===== src/design/lgs_pkg.sv =====
// Shared types and constants for the life generation stencil.
// No dependencies; used by life_generation_stencil.
package lgs_pkg;

  localparam int CFG_W = 7;

  localparam logic REG_BOARD_WIDTH  = 1'b0;
  localparam logic REG_BOARD_HEIGHT = 1'b1;

  localparam int CNT_W = 4;
  localparam logic [CNT_W-1:0] BIRTH_COUNT   = 4'd3;
  localparam logic [CNT_W-1:0] SURVIVE_COUNT = 4'd2;

  typedef struct packed {
    logic kind;
    logic cell_alive;
  } in_item_t;

  typedef struct packed {
    logic next_alive;
    logic frame_end;
  } out_item_t;

  // Board edges around the cell that is being evaluated.
  typedef struct packed {
    logic top;
    logic bottom;
    logic left;
    logic right;
    logic last;
  } edge_flags_t;

endpackage


===== src/design/life_generation_stencil.sv =====
// Top level of the B3/S23 next-generation stencil (dead border).
// Depends on lgs_pkg, lgs_row_line and lgs_cell.
//
// Usage: the current generation streams in on in_* one cell per item in
// row-major order (kind 0); after the last cell the feeder sends width+1
// flush items (kind 1). Each accepted item after the first width+1 of a
// frame yields one item on out_* with the next state of the cell one row
// plus one column behind it; frame_end marks the last cell of the frame,
// after which the next frame may follow at once.
// Throughput: one item per cycle while in_ready is high, set by the shift
// chain of two row lines and a 3x3 window that all move once per
// accepted item. The item completing a neighborhood enters the evaluation
// stage, and its result is then registered on out_*.
// A stalled receiver holds the output register; items are still taken until
// one of them yields a result, which waits in the evaluation stage, then
// in_ready drops until the output drains.
// cfg_* writes board_width (index 0) or board_height (index 1) at any time
// cfg_ready is high and restart the frame; write only while idle.
// Reset: sizes return to 40 x 40, all pipeline contents are dropped, and the
// stored rows read as dead cells.
module life_generation_stencil #(
  parameter int MAX_SIDE = 64
) (
  input  logic                      clk,
  input  logic                      rst_n,
  input  logic                      in_valid,
  output logic                      in_ready,
  input  lgs_pkg::in_item_t         in_data,
  output logic                      out_valid,
  input  logic                      out_ready,
  output lgs_pkg::out_item_t        out_data,
  input  logic                      cfg_valid,
  output logic                      cfg_ready,
  input  logic                      cfg_index,
  input  logic [lgs_pkg::CFG_W-1:0] cfg_data
);

  localparam int SW = $clog2(MAX_SIDE + 1);
  localparam int RW = $clog2(MAX_SIDE + 3);

  logic [lgs_pkg::CFG_W-1:0] width_cfg_r;
  logic [lgs_pkg::CFG_W-1:0] height_cfg_r;
  logic [SW-1:0]             w_eff;
  logic [SW-1:0]             h_eff;

  logic [SW-1:0]             in_col_r, in_col_nxt;
  logic [RW-1:0]             in_row_r, in_row_nxt;
  logic [SW-1:0]             out_col_r, out_col_nxt;
  logic [SW-1:0]             out_row_r, out_row_nxt;

  logic                      s1_valid_r, s1_valid_nxt;
  lgs_pkg::edge_flags_t      s1_flags_r, s1_flags_nxt;
  logic                      out_valid_r, out_valid_nxt;
  lgs_pkg::out_item_t        out_data_r, out_data_nxt;

  logic                      in_fire, cfg_fire, stall, s1_move, produce;
  logic                      v_in;
  lgs_pkg::edge_flags_t      flags;
  lgs_pkg::out_item_t        eval;

  // window: k0..k2 newest, k_w..k_w2 one row back, k_2w..k_2w2 two rows back
  logic                      k0_r, k1_r, k2_r;
  logic                      kw_1_r, kw_2_r;
  logic                      k2w_1_r, k2w_2_r;
  logic                      row_a_out, row_b_out;
  logic [lgs_pkg::CNT_W-1:0] count;

  always_comb begin
    w_eff = SW'(width_cfg_r);
    if (width_cfg_r == '0) begin
      w_eff = SW'(1);
    end else if (32'(width_cfg_r) > MAX_SIDE) begin
      w_eff = SW'(MAX_SIDE);
    end
    h_eff = SW'(height_cfg_r);
    if (height_cfg_r == '0) begin
      h_eff = SW'(1);
    end else if (32'(height_cfg_r) > MAX_SIDE) begin
      h_eff = SW'(MAX_SIDE);
    end
  end

  assign stall     = out_valid_r && !out_ready;
  assign in_ready  = !(s1_valid_r && stall);
  assign in_fire   = in_valid && in_ready;
  assign s1_move   = s1_valid_r && !stall;
  assign cfg_ready = 1'b1;
  assign cfg_fire  = cfg_valid;

  assign v_in    = !in_data.kind && (in_row_r < RW'(h_eff)) && in_data.cell_alive;
  assign produce = (in_row_r >= RW'(2)) || ((in_row_r == RW'(1)) && (in_col_r != '0));

  always_comb begin
    flags.top    = (out_row_r == '0);
    flags.bottom = (out_row_r == h_eff - SW'(1));
    flags.left   = (out_col_r == '0);
    flags.right  = (out_col_r == w_eff - SW'(1));
    flags.last   = flags.bottom && flags.right;
  end

  always_comb begin
    in_col_nxt   = in_col_r;
    in_row_nxt   = in_row_r;
    out_col_nxt  = out_col_r;
    out_row_nxt  = out_row_r;
    s1_valid_nxt = s1_valid_r;
    s1_flags_nxt = s1_flags_r;
    if (s1_move) begin
      s1_valid_nxt = 1'b0;
    end
    if (in_fire) begin
      if (in_col_r == w_eff - SW'(1)) begin
        in_col_nxt = '0;
        if (in_row_r != '1) begin
          in_row_nxt = in_row_r + RW'(1);
        end
      end else begin
        in_col_nxt = in_col_r + SW'(1);
      end
      s1_valid_nxt = produce;
      s1_flags_nxt = flags;
      if (produce) begin
        if (flags.right) begin
          out_col_nxt = '0;
          out_row_nxt = out_row_r + SW'(1);
        end else begin
          out_col_nxt = out_col_r + SW'(1);
        end
        if (flags.last) begin
          in_col_nxt  = '0;
          in_row_nxt  = '0;
          out_col_nxt = '0;
          out_row_nxt = '0;
        end
      end
    end
    if (cfg_fire) begin
      in_col_nxt  = '0;
      in_row_nxt  = '0;
      out_col_nxt = '0;
      out_row_nxt = '0;
    end
  end

  lgs_row_line #(.MAX_SIDE(MAX_SIDE), .SW(SW)) u_row_a (
    .clk  (clk),
    .rst_n(rst_n),
    .en   (in_fire),
    .width(w_eff),
    .din  (k0_r),
    .dout (row_a_out)
  );

  lgs_row_line #(.MAX_SIDE(MAX_SIDE), .SW(SW)) u_row_b (
    .clk  (clk),
    .rst_n(rst_n),
    .en   (in_fire),
    .width(w_eff),
    .din  (row_a_out),
    .dout (row_b_out)
  );

  always_ff @(posedge clk) begin
    if (!rst_n) begin
      k0_r    <= 1'b0;
      k1_r    <= 1'b0;
      k2_r    <= 1'b0;
      kw_1_r  <= 1'b0;
      kw_2_r  <= 1'b0;
      k2w_1_r <= 1'b0;
      k2w_2_r <= 1'b0;
    end else if (in_fire) begin
      k0_r    <= v_in;
      k1_r    <= k0_r;
      k2_r    <= k1_r;
      kw_1_r  <= row_a_out;
      kw_2_r  <= kw_1_r;
      k2w_1_r <= row_b_out;
      k2w_2_r <= k2w_1_r;
    end
  end

  // neighbor sum with dead cells beyond the board edges
  always_comb begin
    count = lgs_pkg::CNT_W'(k2w_2_r & !s1_flags_r.top & !s1_flags_r.left)
          + lgs_pkg::CNT_W'(k2w_1_r & !s1_flags_r.top)
          + lgs_pkg::CNT_W'(row_b_out & !s1_flags_r.top & !s1_flags_r.right)
          + lgs_pkg::CNT_W'(kw_2_r & !s1_flags_r.left)
          + lgs_pkg::CNT_W'(row_a_out & !s1_flags_r.right)
          + lgs_pkg::CNT_W'(k2_r & !s1_flags_r.bottom & !s1_flags_r.left)
          + lgs_pkg::CNT_W'(k1_r & !s1_flags_r.bottom)
          + lgs_pkg::CNT_W'(k0_r & !s1_flags_r.bottom & !s1_flags_r.right);
    eval.next_alive = (count == lgs_pkg::BIRTH_COUNT)
                   || (kw_1_r && (count == lgs_pkg::SURVIVE_COUNT));
    eval.frame_end  = s1_flags_r.last;
  end

  always_comb begin
    out_valid_nxt = out_valid_r;
    out_data_nxt  = out_data_r;
    if (!stall) begin
      out_valid_nxt = s1_valid_r;
      out_data_nxt  = eval;
    end
  end

  always_ff @(posedge clk) begin
    if (!rst_n) begin
      width_cfg_r  <= lgs_pkg::CFG_W'(40);
      height_cfg_r <= lgs_pkg::CFG_W'(40);
      in_col_r     <= '0;
      in_row_r     <= '0;
      out_col_r    <= '0;
      out_row_r    <= '0;
      s1_valid_r   <= 1'b0;
      out_valid_r  <= 1'b0;
    end else begin
      if (cfg_fire) begin
        case (cfg_index)
          lgs_pkg::REG_BOARD_WIDTH:  width_cfg_r  <= cfg_data;
          lgs_pkg::REG_BOARD_HEIGHT: height_cfg_r <= cfg_data;
          default: ;
        endcase
      end
      in_col_r    <= in_col_nxt;
      in_row_r    <= in_row_nxt;
      out_col_r   <= out_col_nxt;
      out_row_r   <= out_row_nxt;
      s1_valid_r  <= s1_valid_nxt;
      out_valid_r <= out_valid_nxt;
    end
  end

  always_ff @(posedge clk) begin
    s1_flags_r <= s1_flags_nxt;
    out_data_r <= out_data_nxt;
  end

  assign out_valid = out_valid_r;
  assign out_data  = out_data_r;

endmodule


===== src/design/lgs_cell.sv =====
// One storage cell of the stream shift line.
// Depends on nothing; chained by lgs_row_line.
module lgs_cell (
  input  logic clk,
  input  logic rst_n,
  input  logic en,
  input  logic sel_din,
  input  logic din,
  input  logic prev,
  output logic q
);

  logic q_r;
  logic q_nxt;

  always_comb begin
    q_nxt = q_r;
    if (en) begin
      q_nxt = sel_din ? din : prev;
    end
  end

  always_ff @(posedge clk) begin
    if (!rst_n) begin
      q_r <= 1'b0;
    end else begin
      q_r <= q_nxt;
    end
  end

  assign q = q_r;

endmodule


===== src/design/lgs_row_line.sv =====
// Row delay of programmable length: a chain of lgs_cell instances.
// Data enters at cell MAX_SIDE-width and leaves at the last cell.
module lgs_row_line #(
  parameter int MAX_SIDE = 64,
  parameter int SW       = 7
) (
  input  logic          clk,
  input  logic          rst_n,
  input  logic          en,
  input  logic [SW-1:0] width,
  input  logic          din,
  output logic          dout
);

  logic [MAX_SIDE-1:0] q;

  for (genvar i = 0; i < MAX_SIDE; i++) begin : g_cell
    logic prev;
    logic tap;
    if (i == 0) begin : g_head
      assign prev = din;
    end else begin : g_body
      assign prev = q[i-1];
    end
    assign tap = (width == SW'(MAX_SIDE - i));
    lgs_cell u_cell (
      .clk    (clk),
      .rst_n  (rst_n),
      .en     (en),
      .sel_din(tap),
      .din    (din),
      .prev   (prev),
      .q      (q[i])
    );
  end

  assign dout = q[MAX_SIDE-1];

endmodule

===== config.mk =====
export PLATFORM = sky130hd
export DESIGN_NAME = life_generation_stencil
export DESIGN_NICKNAME = d
export VERILOG_FILES = /design/src/design/lgs_pkg.sv /design/src/design/life_generation_stencil.sv /design/src/design/lgs_cell.sv /design/src/design/lgs_row_line.sv
export SDC_FILE = /design/constraint.sdc
export NUM_CORES = 1
export LEC_CHECK = 0
export ABC_AREA = 0
export BUFFER_PORTS_ARGS = -buffer_cell sky130_fd_sc_hd__clkbuf_2
export CELL_PAD_IN_SITES_DETAIL_PLACEMENT = 0
export CELL_PAD_IN_SITES_GLOBAL_PLACEMENT = 2
export CORE_MARGIN = 3
export CORE_UTILIZATION = 39
export DETAILED_ROUTE_END_ITERATION = 12
export HOLD_SLACK_MARGIN = 0.03
export PLACE_DENSITY = 0.76
export SETUP_SLACK_MARGIN = 0.3
export SLEW_MARGIN = 15
export SYNTH_ARGS = -nofsm -noshare
export SYNTH_HDL_FRONTEND = slang
export SYNTH_HIERARCHICAL = 1
export SYNTH_SLANG_ARGS = --single-unit

===== constraint.sdc =====
create_clock -name clk -period 10.3 [get_ports clk]
set_input_delay 3.09 -clock clk [delete_from_list [all_inputs] [get_ports clk]]
set_output_delay 3.09 -clock clk [all_outputs]
set_load 0.02 [all_outputs]

==> results.md <==
- Power Total: 1.66 mW
- Pin count of the biggest net entering global routing: 140
- Number of buffers added on ports: 18
- Grt met1 use: 0.282
- Crit path cell chain: clkbuf_2 -> nor2b_1 -> nand2_1 -> clkbuf_2
- H-tree depth reported by CTS: 4
- Vias per inst: between 5 and 6
- Met3 Use GR: 0.0278
- Status: completed
- Fillers: roughly 2500
- Sink Count: 186
- Final core utilization: 0.441
- Die X: between 150 and 200 um
- Slew margin rel.: 0.340
- Syn Nets: between 1000 and 1500
- P per Cell Area: 153 mW/mm2
- Pins Over Slew Limit: 0
- TritonCTS clock tree: yes
- Final instance area: 0.0109 mm2
- First-pass GRT wire length: roughly 41 mm
- Routed WL: around 25 mm
- RD Place Congestion: between 0.7 and 0.8
- Yosys Warn Count: 6
- Post-route ant nets: 0
- Comb pwr share: 0.109
- Routed length per instance: around 17 um
- Post-DP Area: roughly 0.01 mm2
- Global route overflow: 0
- Maximum VDD drop: ~0.000081 V
- CP required: just over 7 ns
- Final nets: 1199
- Fraction of layout cells with a size suffix above 1: 0.0742
- Hpwl dp: about 15 mm
- Final setup TNS: 0 ns
- Avg Cell Area, Syn: between 8 and 9 um2
- Crit path kind: in2out
- Unrepaired setup endpoints after global routing: false
- Row count: 57
- Final setup viols: 0
- Clock power share: 0.418
- Worst Clk Skew: around 0.017 ns
- Synth unique cells: 77
- Flop pwr share: 0.472
- Post-CTS Setup Bufs: 0
- Fin crit period: just under 7 ns
- # diodes: 0
- Core area: 0.0246 mm2
- Worst-path clk slew: approximately 0.070 ns
- Ys async rst share: 0
- Non-Filler Instances: about 1500
- FMAX: 148 MHz
- Clock latency on the worst-skew pair: between 0.4 and 0.5 ns
- Top post-synthesis cells by count: dfxtp_1 (179), nor2_1 (151), a21oi_1 (147)
- Area contributors post-synth: dfxtp_1 (36%), mux2i_1 (13%), a21oi_1 (7.5%)
- Top cell type's share of synthesized area: 0.364
- Synth area leader: dfxtp_1
- GR peak layer: met2
- #FFs+latches synth: around 190
- Vias: a little over 8000
- Placed cells: 1465
- Tcrit/Tclk final: 0.654
- Hold/Removal Path Class: reg2reg
- Starting density of the core: 0.401
- Critical path data arrival time: roughly 3.7 ns
- Sequential share of the synthesized area: 0.385
- # hold bufs at CTS: 0
- # DRC: 0
- CTS Buffer Depth: 2
- Int Pwr: approximately 1.2 mW
- Aggregate global-route resource usage: 0.186
- TritonCTS Buffers: 17
- Pre-Repair DR Iteration Count: 5
- Met2 usage: 0.282
- Synth Instances: 1158
- CTS root buf: clkbuf_16
- Most used cell, CP: clkbuf_2
- Die area: between 0.02 and 0.03 mm2
- Worst path buffer plus inverter count: 2
- Switching pwr: between 400 and 500 uW
- Max-Cap Viols: 0
- Initial antenna violation count: 0
- Dpl ws: ~3.6 ns
- Post-Syn Area: slightly below 0.01 mm2
- IO Count: 20
- Ys flop type: dfxtp_1
- Setup WS post-layout: approximately 3.6 ns
- Most common cell in the netlist: dfxtp_1
- Final Hold Slack: 0.429 ns
- Worst path slowest cell: nor2b_1
- Initial DRC Count: about 600
- P_leak: between 3 and 4 nW
- Flop2flop setup slack: around 5.8 ns
- Switch share: 0.281
- CP Max Fanout: 3
- Crit path max-delay family: simple AND/OR/NAND/NOR gates
- Post-CTS Resized: 0
- Vias in the first global route: between 7000 and 8000
- Final Hold Viols: 0
- Post-synth EDFFs: 7
- CP max stage delay: around 0.18 ns
- Worst Setup End Kind: output port
- Area growth syn-to-layout: 10.1%
- Critical path launch point type: input pin
- Worst-Margin Slew: between 0.9 and 1 ns
- Die Y: roughly 160 um
==> metal layers <==
layer / vias up / routed length, um
li1: 4208 / -
met1: 3923 / 13400
met2: 87 / 11000
met3: 9 / 598
met4: 0 / 151
met5: - / 0
==> cell families after synthesis <==
family	after synthesis	synth area share
other cells	1	0.000380
xor+xnor	24	0.0213
fa+ha+maj	24	0.0335
mux	130	0.132
compound gates	350	0.200
buf+inv	70	0.0292
flops	186	0.385
simple gates	373	0.199
==> power groups by stage <==
stage / Clock (mW) / Combinational, mW / Sequential [mW]
floorplan: 0 / 0.134 / 0.794
global placement: 0 / 0.180 / 0.799
detailed placement: 0 / 0.182 / 0.799
CTS: 0.716 / 0.182 / 0.783
global route: 0.745 / 0.205 / 0.788
finish: 0.694 / 0.181 / 0.783
==> cell usage in the layout (no fill, tap or decap), drive strengths merged, types with 6 or more instances in the layout <==
| master | Yosys | final |
|---|---|---|
| dfxtp | 179 | 179 |
| a21oi | 147 | 147 |
| nor2b | 12 | 12 |
| nor2 | 154 | 154 |
| a21boi | 17 | 17 |
| nand4bb | 12 | 12 |
| nor3 | 21 | 21 |
| and3 | 6 | 6 |
| xor2 | 14 | 14 |
| ha | 20 | 20 |
| inv | 25 | 34 |
| nand2b | 9 | 9 |
| nand4b | 8 | 8 |
| clkbuf | 31 | 35 |
| nand4 | 13 | 13 |
| xnor2 | 10 | 10 |
| or4b | 12 | 12 |
| mux2i | 129 | 129 |
| o21ai | 139 | 139 |
| nor4 | 6 | 6 |
| edfxtp | 7 | 7 |
| nand3 | 25 | 25 |
| nand2 | 68 | 68 |
| buf | 13 | 10 |
==> path summary, 6_finish.rpt <==
kind | from | to | cells past startpoint
worst max-delay path | out_ready | in_ready | 4
worst min-delay path | eval[0] | out_data[0] | 0
worst max register to register | width_cfg_r[2] | in_row_r[1] | 14
worst min register to register | eval[0] | out_data[0] | 0
==> registers in the layout, indices dropped and copies added, names as in the netlist, 2 cells and up <==
name                     count
out_row_r                    7
u_row_a/g_cell.u_cell/q     64
in_row_r                     7
out_col_r                    7
out_data                     2
width_cfg_r                  7
in_col_r                     7
s1_flags_r                   4
u_row_b/g_cell.u_cell/q     64
height_cfg_r                 7
==> final cells by class <==
cell class,instances,area (um2),area share
Timing Repair Buffer,27,160,0.0148
Clock buffer,18,429,0.0396
Sequential cell,186,3800,0.350
Clock inverter,14,178,0.0164
Inverter,26,103,0.00946
Tap cell,324,405,0.0374
Multi-Input combinational cell,902,5780,0.533
Note: power is estimated with default switching activity, not from simulation.
